**src/rtl/core/sbc_pkg.sv**
```systemverilog
// Shared types and constants for the sphere versus box classifier.
`default_nettype none

package sbc_pkg;

  // Result codes carried on the output stream
  typedef enum logic [1:0] {
    REL_OUTSIDE    = 2'd0,
    REL_INTERSECTS = 2'd1,
    REL_INSIDE     = 2'd2
  } relation_t;

  // Configuration register indexes
  localparam int unsigned CFG_INDEX_BITS = 3;
  localparam logic [CFG_INDEX_BITS-1:0] CFG_CENTER_X      = 3'd0;
  localparam logic [CFG_INDEX_BITS-1:0] CFG_CENTER_Y      = 3'd1;
  localparam logic [CFG_INDEX_BITS-1:0] CFG_CENTER_Z      = 3'd2;
  localparam logic [CFG_INDEX_BITS-1:0] CFG_SPHERE_RADIUS = 3'd3;
  localparam logic [CFG_INDEX_BITS-1:0] CFG_FAST_MODE     = 3'd4;

  localparam int unsigned OUT_DATA_BITS = 8;
  localparam int unsigned AXES          = 3;

  // Where the centre sits relative to one slab of the box
  typedef struct packed {
    logic below;   // centre below the box minimum
    logic above;   // centre above the box maximum
  } slab_side_t;

endpackage

`default_nettype wire

```
**src/rtl/core/sbc_diff.sv**
```systemverilog
// Stages 1 and 2: per-axis corner offsets from the centre and their magnitudes.
`default_nettype none

module sbc_diff #(
  parameter int COORD_BITS = 24
) (
  input  wire logic                                      clk,
  input  wire logic                                      rst,
  input  wire logic                                      in_valid,
  output logic                                           in_ready,
  input  wire logic [sbc_pkg::AXES-1:0][COORD_BITS-1:0]  box_lo,
  input  wire logic [sbc_pkg::AXES-1:0][COORD_BITS-1:0]  box_hi,
  input  wire logic [sbc_pkg::AXES-1:0][COORD_BITS-1:0]  center,
  output logic                                           out_valid,
  input  wire logic                                      out_ready,
  output logic [sbc_pkg::AXES-1:0][COORD_BITS:0]         mag_lo,
  output logic [sbc_pkg::AXES-1:0][COORD_BITS:0]         mag_hi,
  output sbc_pkg::slab_side_t [sbc_pkg::AXES-1:0]        side
);

  localparam int DW = COORD_BITS + 1;

  logic                             v1;
  logic                             v2;
  logic                             ready1;
  logic                             ready2;
  logic [sbc_pkg::AXES-1:0][DW-1:0] dl;
  logic [sbc_pkg::AXES-1:0][DW-1:0] dh;

  assign ready2    = !v2 || out_ready;
  assign ready1    = !v1 || ready2;
  assign in_ready  = ready1;
  assign out_valid = v2;

  always_ff @(posedge clk) begin
    if (rst) begin
      v1 <= 1'b0;
      v2 <= 1'b0;
    end else begin
      if (ready1) v1 <= in_valid;
      if (ready2) v2 <= v1;
    end
  end

  // Offsets are exact in one extra bit
  always_ff @(posedge clk) begin
    if (ready1) begin
      for (int a = 0; a < sbc_pkg::AXES; a++) begin
        dl[a] <= {box_lo[a][COORD_BITS-1], box_lo[a]} - {center[a][COORD_BITS-1], center[a]};
        dh[a] <= {box_hi[a][COORD_BITS-1], box_hi[a]} - {center[a][COORD_BITS-1], center[a]};
      end
    end
  end

  always_ff @(posedge clk) begin
    if (ready2) begin
      for (int a = 0; a < sbc_pkg::AXES; a++) begin
        mag_lo[a]     <= dl[a][DW-1] ? -dl[a] : dl[a];
        mag_hi[a]     <= dh[a][DW-1] ? -dh[a] : dh[a];
        side[a].below <= !dl[a][DW-1] && (dl[a] != '0);
        side[a].above <= dh[a][DW-1];
      end
    end
  end

endmodule

`default_nettype wire

```
**config.mk**
```make
export PLATFORM = sky130hd
export DESIGN_NAME = sbc_diff
export DESIGN_NICKNAME = d
export VERILOG_FILES = /design/src/rtl/core/sbc_pkg.sv /design/src/rtl/core/sbc_diff.sv
export SDC_FILE = /design/constraint.sdc
export NUM_CORES = 1
export LEC_CHECK = 0
export BUFFER_PORTS_ARGS = -buffer_cell sky130_fd_sc_hd__buf_2
export CAP_MARGIN = 20
export CORE_UTILIZATION = 35
export CTS_CLUSTER_SIZE = 12
export DETAILED_ROUTE_END_ITERATION = 8
export HOLD_SLACK_MARGIN = 0.15
export PLACE_DENSITY = 0.61
export SYNTH_ARGS = -nofsm -noshare
export SYNTH_HDL_FRONTEND = slang
export SYNTH_SLANG_ARGS = --single-unit
```
**constraint.sdc**
```tcl
create_clock -name clk -period 4.9 [get_ports clk]
set_input_delay 0.735 -clock clk [delete_from_list [all_inputs] [get_ports clk]]
set_output_delay 0.735 -clock clk [all_outputs]
set_load 0.01 [all_outputs]
```
After elaboration in Yosys (flattened, before gate mapping)
Cells that the tools add are included.

cells by class
  add/subtract/negate cells = 12
  $mul = 0
  divide/modulo/power cells = 0
  order comparisons = 0
  equal/unequal tests = 0
  shifts and indexed selects = 0
  mux-type cells = 6
  bitwise operators = 0
  reduce and logical (&&, ||, !) cells = 13

operators with widths
  cell                                            count
  25-bit negator                                  6
  24-bit by 24-bit subtractor with 25-bit output  6
  24-bit 2-to-1 mux                               6
  25-bit nonzero test                             3
  1-bit logical NOT                               5
  1-bit logical AND                               3
  1-bit logical OR                                2

storage, ports and cells
  register bits = 308
  latch bits = 0
  bits in writable memories = 0
  bits in read-only memories = 0
  memories kept = 0

Depth between registers and ports, before layout
  word-level depth = 3
  gate-level depth with buffers = 11
  mapped depth without buffers = 11

Least setup slack after synthesis
OpenSTA, ideal clock, no wires.

  path type = input-to-output
  from = input out_ready
  to = output in_ready
  data arrival time = 4.012 ns
  required time = 4.165 ns
  path slack = 0.153 ns
  cell stages on the path = 2
  buffers on the path = 0
  cells stage by stage = nor2b_1 nand2_1

between the ends
  cells in the longest elaborated chain, start to end = 2

ends and longest elaborated chain
  item              RTL line        source
  from (decl)       sbc_diff.sv:15  input wire logic out_ready,
  1-bit logical OR  sbc_diff.sv:30  assign ready2 = !v2 || out_ready;
  1-bit logical OR  sbc_diff.sv:31  assign ready1 = !v1 || ready2;
  to (decl)         sbc_diff.sv:10  output logic in_ready,

Every way passes these cells.

Worst setup path after layout
  from = input center[1] (netlist name)
  to = register dh[23] (netlist name) (data pin)

between the ends
  cells in the longest elaborated chain, start to end = 1

ends and longest elaborated chain
  item                                            RTL line        source
  from (decl)                                     sbc_diff.sv:13  input wire logic [sbc_pkg::AXES-1:0][COORD_BITS-1:0] center,
  24-bit by 24-bit subtractor with 25-bit output  sbc_diff.sv:50  dh[a] <= {box_hi[a][COORD_BITS-1], box_hi[a]} - {center[a][COORD_BITS-1], center[a]};
  to (signal, indexed assignment)                 sbc_diff.sv:50
  to (decl)                                       sbc_diff.sv:28  logic [sbc_pkg::AXES-1:0][DW-1:0] dh;

Every way passes these cells.
A chain may end at the register's enable or synchronous reset.

==> impl_metrics.ini <==
[clock_network]
cts_made_buffers = 37
clk_pin_slew_ns = 0.06
htreeDepth = 2
ctsLongestPathBuffers = 3
clock-root-buffer = clkbuf_16
cts_tree = done
cts.sinks = 308
post_cts_buffers = 0
clock_latency_ns = 0.55
cts_resized = 0
cts_hold_buf = 0

[grt]
grt_antenna_before_repair = 2
grt-ovfl-total = 0
track_usage = 0.185
grt_pass1_wl_um = 81900
grt_max_degree = 84
first_global_vias = 15000

[logic_synthesis]
synth_fp_nets = 2177
synth.distinct_cells = 68
synth_xor_xnor_area_share = 0.111
ys_seq_area_frac = 0.476
yosys.area_share.adder = 0.103
async_flop_share = 0
synth_edf_count = 306
avgSynthCellArea_um2 = 10.8
synth_compound_area_frac = 0.163
synthMuxAreaShare = 0.00213
synth_ff_type = edfxtp_1
synth-simple-area-share = 0.111
synth_top_family_by_area = compound AO/OA/AOI/OAI gates
postSynthCellCount = 1801
synth-seq-cells = 308
yosysWarningCount = 0
syn_area_um2 = 19400

[floorplan]
dieArea_um2 = 56400
die_w_um = 237
pin_count = 378
start_util = 0.358
core_um2 = 54200
placementRows = 85
die_y_um = 237

[critical_path]
r2r_cells = 6
reg2reg_slack_ns = 1.92
worstSetupStartpoint = center[1]
arrival_ns = 3.42
worstPathMaxFanout = 4
critPathCaptureType = register
worstSetupPathType = in -> reg
timing.rr.start = dl[10]
worstSetupStartpointType = primary input
crit_required_ns = 5.19
worstSetupEndpoint = dh[23]
r2r_end = mag_lo[21]

[outcome]
status = finished, final reports clean

[sta]
tightest_slew_ns = 0.943
layout_setup_ws_ns = 1.77
final_max_slew_viol_count = 0
hold_viol_final = 0
min_period_over_period = 0.638
finClkSkew_ns = 0.0234
setup_violations = 0
fin_setup_tns_ns = 0
slew_headroom = 0.371
min_period_ns = 3.13
fmax_mhz = 320
rsz0062_at_grt = no

[placed_design]
io_buffers = 377
preCtsSetupSlack_ns = 1.19
place_hpwl_um = 42000
routabilityCongestion = 0.913
numPlacedInstances = 2848

[final_layout]
final_core_util = 0.428
final_cell_mix = 377 x buf_2, 306 x edfxtp_1, 198 x xnor2_1
mostFrequentLayoutCell = buf_2
syn_to_final_growth_pct = 19.8
final_cells = 2911
layout.nets = 2568
drive_above_1_share = 0.204

[drt]
drt_iter0_markers = 862
highest_layer = met4
vias = 15300
wl_met3_um = 3300
wl_um = 53500
first_pass_iters = 5
wl_met2_um = 25300
drc = 0
wl_met1_um = 23400
avgViaCountPerCell = 5.25
wl_per_cell_um = 18.4
postRouteAntennaNets = 0

[flow_run]
cap_violations = 0

[hold_path]
holdCritPathClass = in -> reg

[pwr]
total_power_mw = 9.41
powerDensity_nw_per_um2 = 405
vdd_drop_max_mv = 0.216
p_leak_nw = 9.86
==> cells in the mapped netlist (4+ instances only) <==
library cell / instances / area [µm²]
nor4_1: 13 / 81.3
inv_1: 148 / 556
o21ai_0: 120 / 601
a31oi_1: 15 / 93.8
o41ai_1: 21 / 184
nand4_1: 12 / 75.1
or3_1: 18 / 113
a21o_1: 56 / 420
nor2_1: 78 / 293
nand3_1: 31 / 155
fa_1: 6 / 120
a31o_2: 4 / 35.0
a21boi_0: 7 / 52.6
or2_2: 5 / 31.3
xor2_1: 47 / 412
xnor2_1: 198 / 1730
or4_1: 16 / 120
o211ai_1: 7 / 52.6
nand2b_1: 35 / 219
clkbuf_1: 30 / 113
and2_1: 8 / 50.1
nand2_1: 119 / 447
o21a_1: 20 / 150
edfxtp_1: 306 / 9190
and3_1: 15 / 93.8
a2111oi_0: 4 / 35.0
a221oi_1: 6 / 52.6
a211oi_1: 8 / 60.1
o21bai_1: 15 / 113
ha_1: 150 / 1880
a21oi_1: 122 / 611
nor3_1: 25 / 125
nor4b_1: 6 / 52.6
o31ai_1: 42 / 315
nor2b_1: 26 / 163
==> stage by stage <==
stage | hold slack (ns) | area [µm²]
2_1_floorplan | 0.424 | 19400
3_3_place_gp | 0.465 | 22100
3_5_place_dp | 0.478 | 22100
4_1_cts | 0.327 | 23200
5_1_grt | 0.348 | 23200
6_report | 0.369 | 23200
==> worst min-delay path by stage <==
stage | startpoint | end | depth (start not counted)
after floorplan | dh[74] | side[4] | 0
after global placement | dh[0] | mag_hi[0] | 0
after detailed placement | dh[0] | mag_hi[0] | 0
after CTS | rst | out_valid | 2
after global routing | rst | v1 | 2
final | rst | out_valid | 2
==> registers in the layout, indices dropped and copies added, names as in the netlist <==
register / count
out_valid: 1
mag_lo: 75
mag_hi: 75
v1: 1
dh: 75
dl: 75
side: 6
==> logic make-up after synthesis <==
kind of cell,count (synthesis)
compound gates,489
simple gates,421
flops,308
xor+xnor,245
buf+inv,178
fa+ha+maj,156
mux,4
==> metal layers <==
metal | GRT usage | up-vias
li1 | - | 7457
met1 | 0.238 | 7271
met2 | 0.310 | 472
met3 | 0.0394 | 75
met4 | 0.0598 | 0
met5 | 0 | -
==> cell type report <==
type | count | area, µm²
Timing Repair Buffer | 382 | 1940
Tap cell | 696 | 871
Antenna cell | 3 | 7.51
Sequential cell | 308 | 9230
Inverter | 148 | 561
Clock inverter | 19 | 181
Clock buffer | 40 | 937
Multi-Input combinational cell | 1315 | 9500
Fill cell | 5159 | 31000
==> critical path, stage by stage <==
cell,delay [ns]
buf_2,0.13
inv_1,0.06
ha_1,0.26
nor2b_1,0.12
o21ai_0,0.22
a21oi_1,0.15
a2111oi_0,0.60
o32ai_1,0.27
o31ai_1,0.56
a311o_1,0.25
nand3_1,0.06
==> where the power goes <==
part	leakage [nW]	internal, mW	switching [mW]
Sequential	3.24	3.83	0.471
Combinational	6.08	1.11	1.37
Clock	0.541	1.53	1.09
(Power assumes the default switching activity.)
