==> config.mk <==
export PLATFORM = sky130hd
export DESIGN_NAME = sbc_reduce
export DESIGN_NICKNAME = d
export VERILOG_FILES = /design/src/rtl/core/sbc_pkg.sv /design/src/rtl/core/sbc_reduce.sv
export SDC_FILE = /design/constraint.sdc
export NUM_CORES = 1
export LEC_CHECK = 0
export BUFFER_PORTS_ARGS = -buffer_cell sky130_fd_sc_hd__buf_2
export CORE_MARGIN = 4
export CORE_UTILIZATION = 63
export CTS_CLUSTER_SIZE = 28
export DETAILED_ROUTE_END_ITERATION = 12
export PLACE_DENSITY = 0.87
export SLEW_MARGIN = 10
export SYNTH_ARGS = -nofsm -noshare
export SYNTH_HDL_FRONTEND = slang
export SYNTH_SLANG_ARGS = --single-unit
==> constraint.sdc <==
create_clock -name clk -period 19.5 [get_ports clk]
set_clock_uncertainty 0.15 [all_clocks]
set_input_delay 1.95 -clock clk [delete_from_list [all_inputs] [get_ports clk]]
set_output_delay 1.95 -clock clk [all_outputs]
set_load 0.05 [all_outputs]
==> src/rtl/core/sbc_pkg.sv <==
// Shared types and constants for the sphere versus box classifier.
`default_nettype none

package sbc_pkg;

  // Result codes carried on the output stream
  typedef enum logic [1:0] {
    REL_OUTSIDE    = 2'd0,
    REL_INTERSECTS = 2'd1,
    REL_INSIDE     = 2'd2
  } relation_t;

  // Configuration register indexes
  localparam int unsigned CFG_INDEX_BITS = 3;
  localparam logic [CFG_INDEX_BITS-1:0] CFG_CENTER_X      = 3'd0;
  localparam logic [CFG_INDEX_BITS-1:0] CFG_CENTER_Y      = 3'd1;
  localparam logic [CFG_INDEX_BITS-1:0] CFG_CENTER_Z      = 3'd2;
  localparam logic [CFG_INDEX_BITS-1:0] CFG_SPHERE_RADIUS = 3'd3;
  localparam logic [CFG_INDEX_BITS-1:0] CFG_FAST_MODE     = 3'd4;

  localparam int unsigned OUT_DATA_BITS = 8;
  localparam int unsigned AXES          = 3;

  // Where the centre sits relative to one slab of the box
  typedef struct packed {
    logic below;   // centre below the box minimum
    logic above;   // centre above the box maximum
  } slab_side_t;

endpackage

`default_nettype wire

==> src/rtl/core/sbc_reduce.sv <==
// Stages 4 and 5: nearest-point and farthest-corner squared distances.
`default_nettype none

module sbc_reduce #(
  parameter int COORD_BITS = 24
) (
  input  wire logic                                      clk,
  input  wire logic                                      rst,
  input  wire logic                                      in_valid,
  output logic                                           in_ready,
  input  wire logic [sbc_pkg::AXES-1:0][2*COORD_BITS+1:0] sq_lo,
  input  wire logic [sbc_pkg::AXES-1:0][2*COORD_BITS+1:0] sq_hi,
  input  wire sbc_pkg::slab_side_t [sbc_pkg::AXES-1:0]   side,
  output logic                                           out_valid,
  input  wire logic                                      out_ready,
  output logic [2*COORD_BITS+3:0]                        near_sum,
  output logic [2*COORD_BITS+3:0]                        far_sum
);

  localparam int SQW = 2 * (COORD_BITS + 1);
  localparam int SW  = SQW + 2;

  logic                              v4;
  logic                              v5;
  logic                              ready4;
  logic                              ready5;
  logic [sbc_pkg::AXES-1:0][SQW-1:0] near;
  logic [sbc_pkg::AXES-1:0][SQW-1:0] far;

  assign ready5    = !v5 || out_ready;
  assign ready4    = !v4 || ready5;
  assign in_ready  = ready4;
  assign out_valid = v5;

  always_ff @(posedge clk) begin
    if (rst) begin
      v4 <= 1'b0;
      v5 <= 1'b0;
    end else begin
      if (ready4) v4 <= in_valid;
      if (ready5) v5 <= v4;
    end
  end

  // The farthest corner takes the larger square on every axis, so one sum
  // covers all eight corners. Below-minimum wins on an inverted slab.
  always_ff @(posedge clk) begin
    if (ready4) begin
      for (int a = 0; a < sbc_pkg::AXES; a++) begin
        if (side[a].below) begin
          near[a] <= sq_lo[a];
        end else if (side[a].above) begin
          near[a] <= sq_hi[a];
        end else begin
          near[a] <= '0;
        end
        far[a] <= (sq_lo[a] >= sq_hi[a]) ? sq_lo[a] : sq_hi[a];
      end
    end
  end

  always_ff @(posedge clk) begin
    if (ready5) begin
      near_sum <= SW'(near[0]) + SW'(near[1]) + SW'(near[2]);
      far_sum  <= SW'(far[0]) + SW'(far[1]) + SW'(far[2]);
    end
  end

endmodule

`default_nettype wire

## Word-level counts from Yosys, hierarchy flattened

Cells that the tools add are included.

- Register bits after elaboration: 406
- Input port bits: 310
- Word-level logic and storage cells: 30

- Add/sub/neg operators: 4
- $lt $le $gt $ge: 3
- Muxes and demuxes: 9
- Reduce and logical (&&, ||, !) cells: 4

Operator list:

| operator | count |
|---|---|
| 2-to-1 mux 50 bit | 9 |
| >= comparator 50 bit | 3 |
| adder 51 x 50 -> 52 bit | 2 |
| adder 50 x 50 -> 51 bit | 2 |
| zero test 1 bit | 2 |
| logical OR 1 bit | 2 |

## Logic depth before layout (Yosys ltp)

- Word-level depth: 3
- Gate-level depth with buffers: 15
- Mapped depth without buffers: 15

## Least setup slack after synthesis

Ideal clock, no wire load.

- Kind: input -> output
- Start point: in out_ready
- End point: out in_ready
- Data arrival time: 8.594 ns
- Data required time: 17.400 ns
- Slack: 8.806 ns
- Stages: 2
- Path buffers: 0
- Path through: nor2b_1 nand2_1

- Longest elaborated chain between the ends: 2

Ends and longest elaborated chain:

| item | line | RTL |
|---|---|---|
| start: declaration | sbc_reduce.sv:15 | `input wire logic out_ready,` |
| logical OR 1 bit | sbc_reduce.sv:30 | `assign ready5 = !v5 \|\| out_ready;` |
| logical OR 1 bit | sbc_reduce.sv:31 | `assign ready4 = !v4 \|\| ready5;` |
| end: declaration | sbc_reduce.sv:10 | `output logic in_ready,` |

Every way passes these cells.

## Worst setup path after layout

- Start point: in sq_hi[129] in the netlist's numbering
- End point: reg far[101] in the netlist's numbering, data pin

- Longest elaborated chain between the ends: 2

Ends and longest elaborated chain:

| item | line | RTL |
|---|---|---|
| start: declaration | sbc_reduce.sv:12 | `input wire logic [sbc_pkg::AXES-1:0][2*COORD_BITS+1:0] sq_hi,` |
| >= comparator 50 bit | sbc_reduce.sv:57 | `far[a] <= (sq_lo[a] >= sq_hi[a]) ? sq_lo[a] : sq_hi[a];` |
| 2-to-1 mux 50 bit | sbc_reduce.sv:57 |  |
| end signal: indexed assignment | sbc_reduce.sv:57 |  |
| end: declaration | sbc_reduce.sv:28 | `logic [sbc_pkg::AXES-1:0][SQW-1:0] far;` |

Every way passes these cells.
A chain may end at the register's enable or synchronous reset.

==> flow_metrics.tcl <==
set metrics [dict create \
    synthToLayoutAreaGrowth_pct 14.95 \
    grt_max_degree 89 \
    global_route_wire_length_before_repair_mm 132.4 \
    wirelength_mm 89.22 \
    data_arrival_critical_path_ps 6000 \
    numPlacedInstances 3311 \
    cts.path.max_buffers 3 \
    num_rows 75 \
    routabilityCongestion 1.016 \
    fmax_mhz 171.8 \
    max_cap_violations 0 \
    critPathRequiredTime_ps 19680 \
    post_synthesis_mean_instance_area_um2 11.31 \
    synth_top_family_by_area "adder cells" \
    cts-buffers-inserted 45 \
    cts_root_buf "sky130_fd_sc_hd__clkbuf_16" \
    report.final.slew_viol_count 0 \
    hold_path_class "reg -> reg" \
    routed-via-count 21880 \
    regArea_um2 12170 \
    vdd.ir_drop.worst_mv 0.08963 \
    layout_commonest_cell "sky130_fd_sc_hd__buf_2" \
    synth_instances 2403 \
    layout.cells.most_common_list "sky130_fd_sc_hd__buf_2 (415), sky130_fd_sc_hd__edfxtp_1 (404), sky130_fd_sc_hd__nand2_1 (252)" \
    route.detailed.drc 0 \
    yosys_warnings 0 \
    tritoncts_num_sinks 406 \
    min_period_ps 5822 \
    grt_setup_unrepaired "false" \
    timing.slew.headroom_pct 24.05 \
    crit_path_start_kind "primary input" \
    antenna_violations_before_repair 13 \
    die_h_um 215.7 \
    post-dp-hpwl_mm 69.50 \
    critPathCaptureType "flip-flop" \
    post-route-cell-area_um2 31250 \
    timing.final.hold_violations 0 \
    status "complete, no violations" \
    final_net_count 3441 \
    synth.yosys.seq_area_share_pct 44.77 \
    nFillCells 2873 \
    critical_path_peak_fanout 26 \
    vias_per_cell 6.426 \
    critical_path.most_common_cell "sky130_fd_sc_hd__inv_1" \
    endpoints_failing_setup 0 \
    dieArea_um2 46540 \
    clk_pin_slew_worst_paths_ps 60 \
    synth.area.mux_share_pct 6.213 \
    power_density_nw_per_um2 127.3 \
    slowest_stage "sky130_fd_sc_hd__o21ai_4" \
    routed_wire_length_per_instance_um 26.20 \
    placeableCoreArea_um2 42320 \
    worstPathCellList "buf_2, inv_1, ha_1, nand4_1, nor4_1, inv_1, nor3_1, a22oi_1, nand3_1, a21oi_1, o21ai_4, buf_4, mux2_2" \
    layout-drive-gt1-share_pct 22.47 \
    initial_cell_density_of_the_core_pct 64.24 \
    cts_max_level 2 \
    final.period_utilization_pct 29.86 \
    synth_cell_types 74 \
    ctsHoldBuffers 0 \
    worstHoldPathCells 2 \
    postPlaceCellArea_um2 29730 \
    number_of_global_route_vias_before_repair 21880 \
    post_synth_xor_area_fraction_pct 3.092 \
    power.total_uw 3980 \
    fin_setup_tns_ps 0 \
    synth_enable_flop_cells 404 \
    port_buffers 415 \
    cellLeakagePower_uw 0.01424 \
    post_synthesis_net_count 3063 \
    synth_compound_area_share_pct 14.15 \
    die_width_um 215.7 \
    crit_type "in -> reg" \
    total_of_flip_flops_plus_latches_after_synthesis 406 \
    ioPinCount 416 \
    drt_iter0_markers 2608 \
    tritoncts "yes" \
    ff2ff_path_depth 11 \
    final_antenna_net_count 0 \
    worst_slew_pin_slew_ps 1139 \
    synth_simple_gate_area_share_pct 8.504 \
    area_occupied_by_multi_input_gates_um2 13880 \
    gr-usage-all-layers_pct 37.59 \
    synth_cell_area_um2 27190 \
    post_cts.resized_instances 0 \
    synth_fa_ha_area_share_pct 18.92 \
    async_reset_ff_share_pct 0 \
    grt_remaining_overflow 0 \
    synth_ff_type "sky130_fd_sc_hd__edfxtp_1" \
    insertion_delay_ps 590 \
    final_cell_count_no_fill 3405 \
    postCtsSetupRepairBufs 0 \
    worst_path_largest_cell_delay_ps 870 \
    first_pass_iters 6 \
]
==> final timing paths <==
check | startpoint | endpoint | slack [ps]
worst min register to register | v4$_SDFFE_PP0P_ | v4$_SDFFE_PP0P_ | 420
worst max register to register | near[11]$_DFFE_PP_ | near_sum[50]$_DFFE_PP_ | 14840
worst min-delay path | v4$_SDFFE_PP0P_ | v4$_SDFFE_PP0P_ | 420
worst max-delay path | sq_hi[129] | far[101]$_DFFE_PP_ | 13680
==> layer usage <==
metal  share of wire, %  global-route usage [%]  wire length (µm)  up-vias
met3                 11                   7.496              9621      252
met4                5.8                   18.25              5132        4
met1                 37                   49.65             33300    10580
met2                 46                   60.03             41150     1492
li1                   -                       -                 -     9558
met5              0.022                       0                20        -
==> flip-flops by register name, summed over array words and instances (netlist names) <==
name	cells
near	150
near_sum	52
far_sum	52
far	150
v4	1
out_valid	1
==> where the power goes <==
| group | leakage, µW | switching, µW | internal (µW) | total, µW |
|---|---|---|---|---|
| Sequential | 0.00437 | 91.3 | 1210 | 1300 |
| Clock | 0.000729 | 370 | 508 | 877 |
| Combinational | 0.00914 | 1240 | 557 | 1800 |
==> critical path, delay by kind of cell <==
family | cells | cell delay (ps)
AOI/OAI and AO/OA | 3 | 1090
adders and majority gates | 1 | 380
muxes | 1 | 400
buffers and inverters | 4 | 890
and+or+nand+nor | 4 | 1260
==> final cells by class <==
cell class | count | share of cell area [%]
Inverter | 202 | 2.434
Tap cell | 577 | 2.310
Sequential cell | 406 | 38.95
Timing Repair Buffer | 431 | 7.030
Antenna cell | 11 | 0.08808
Clock buffer | 53 | 3.835
Clock inverter | 30 | 0.9328
Multi-Input combinational cell | 1695 | 44.42
==> cells in the mapped netlist, types with 15 or more instances <==
cell                       number  share of area, %
sky130_fd_sc_hd__a21o_1       104               2.9
sky130_fd_sc_hd__a21oi_1      160               2.9
sky130_fd_sc_hd__a22o_1        65               2.1
sky130_fd_sc_hd__a31oi_1       15              0.35
sky130_fd_sc_hd__buf_2         19              0.35
sky130_fd_sc_hd__clkbuf_1      73               1.0
sky130_fd_sc_hd__edfxtp_1     404                45
sky130_fd_sc_hd__fa_1         102               7.5
sky130_fd_sc_hd__ha_1         248                11
sky130_fd_sc_hd__inv_1        202               2.8
sky130_fd_sc_hd__mux2_1        50               2.1
sky130_fd_sc_hd__mux2_2       100               4.1
sky130_fd_sc_hd__nand2_1      253               3.5
sky130_fd_sc_hd__nand3_1       23              0.42
sky130_fd_sc_hd__nand4_1       64               1.5
sky130_fd_sc_hd__nor2_1        71              0.98
sky130_fd_sc_hd__nor2b_1       20              0.46
sky130_fd_sc_hd__nor3_1        15              0.28
sky130_fd_sc_hd__o21ai_0      153               2.8
sky130_fd_sc_hd__o21bai_1      18              0.50
sky130_fd_sc_hd__xnor2_1       55               1.8
sky130_fd_sc_hd__xor2_1        41               1.3
==> logic make-up (layout without fill, tap and decap cells) <==
| family | count (synthesis) | after routing |
|---|---|---|
| simple gates | 498 | 498 |
| other cells | 0 | 11 |
| xor+xnor | 96 | 96 |
| buf+inv | 302 | 716 |
| flops | 406 | 406 |
| mux | 150 | 150 |
| fa+ha+maj | 350 | 350 |
| compound gates | 601 | 601 |
==> stage by stage <==
| stage | setup slack [ps] | utilization, % | hold slack (ps) |
|---|---|---|---|
| 4_1_cts | 13820 | 73.78 | 419.2 |
| 2_1_floorplan | 8806 | - | 313.1 |
| 3_3_place_gp | 12380 | 70.24 | 367.9 |
| 5_1_grt | 13620 | 73.83 | 443.5 |
| 6_report | 13680 | 73.84 | 417.7 |
| 3_5_place_dp | 13230 | 70.26 | 410.8 |
No activity file was read; power rests on OpenSTA's default activity.
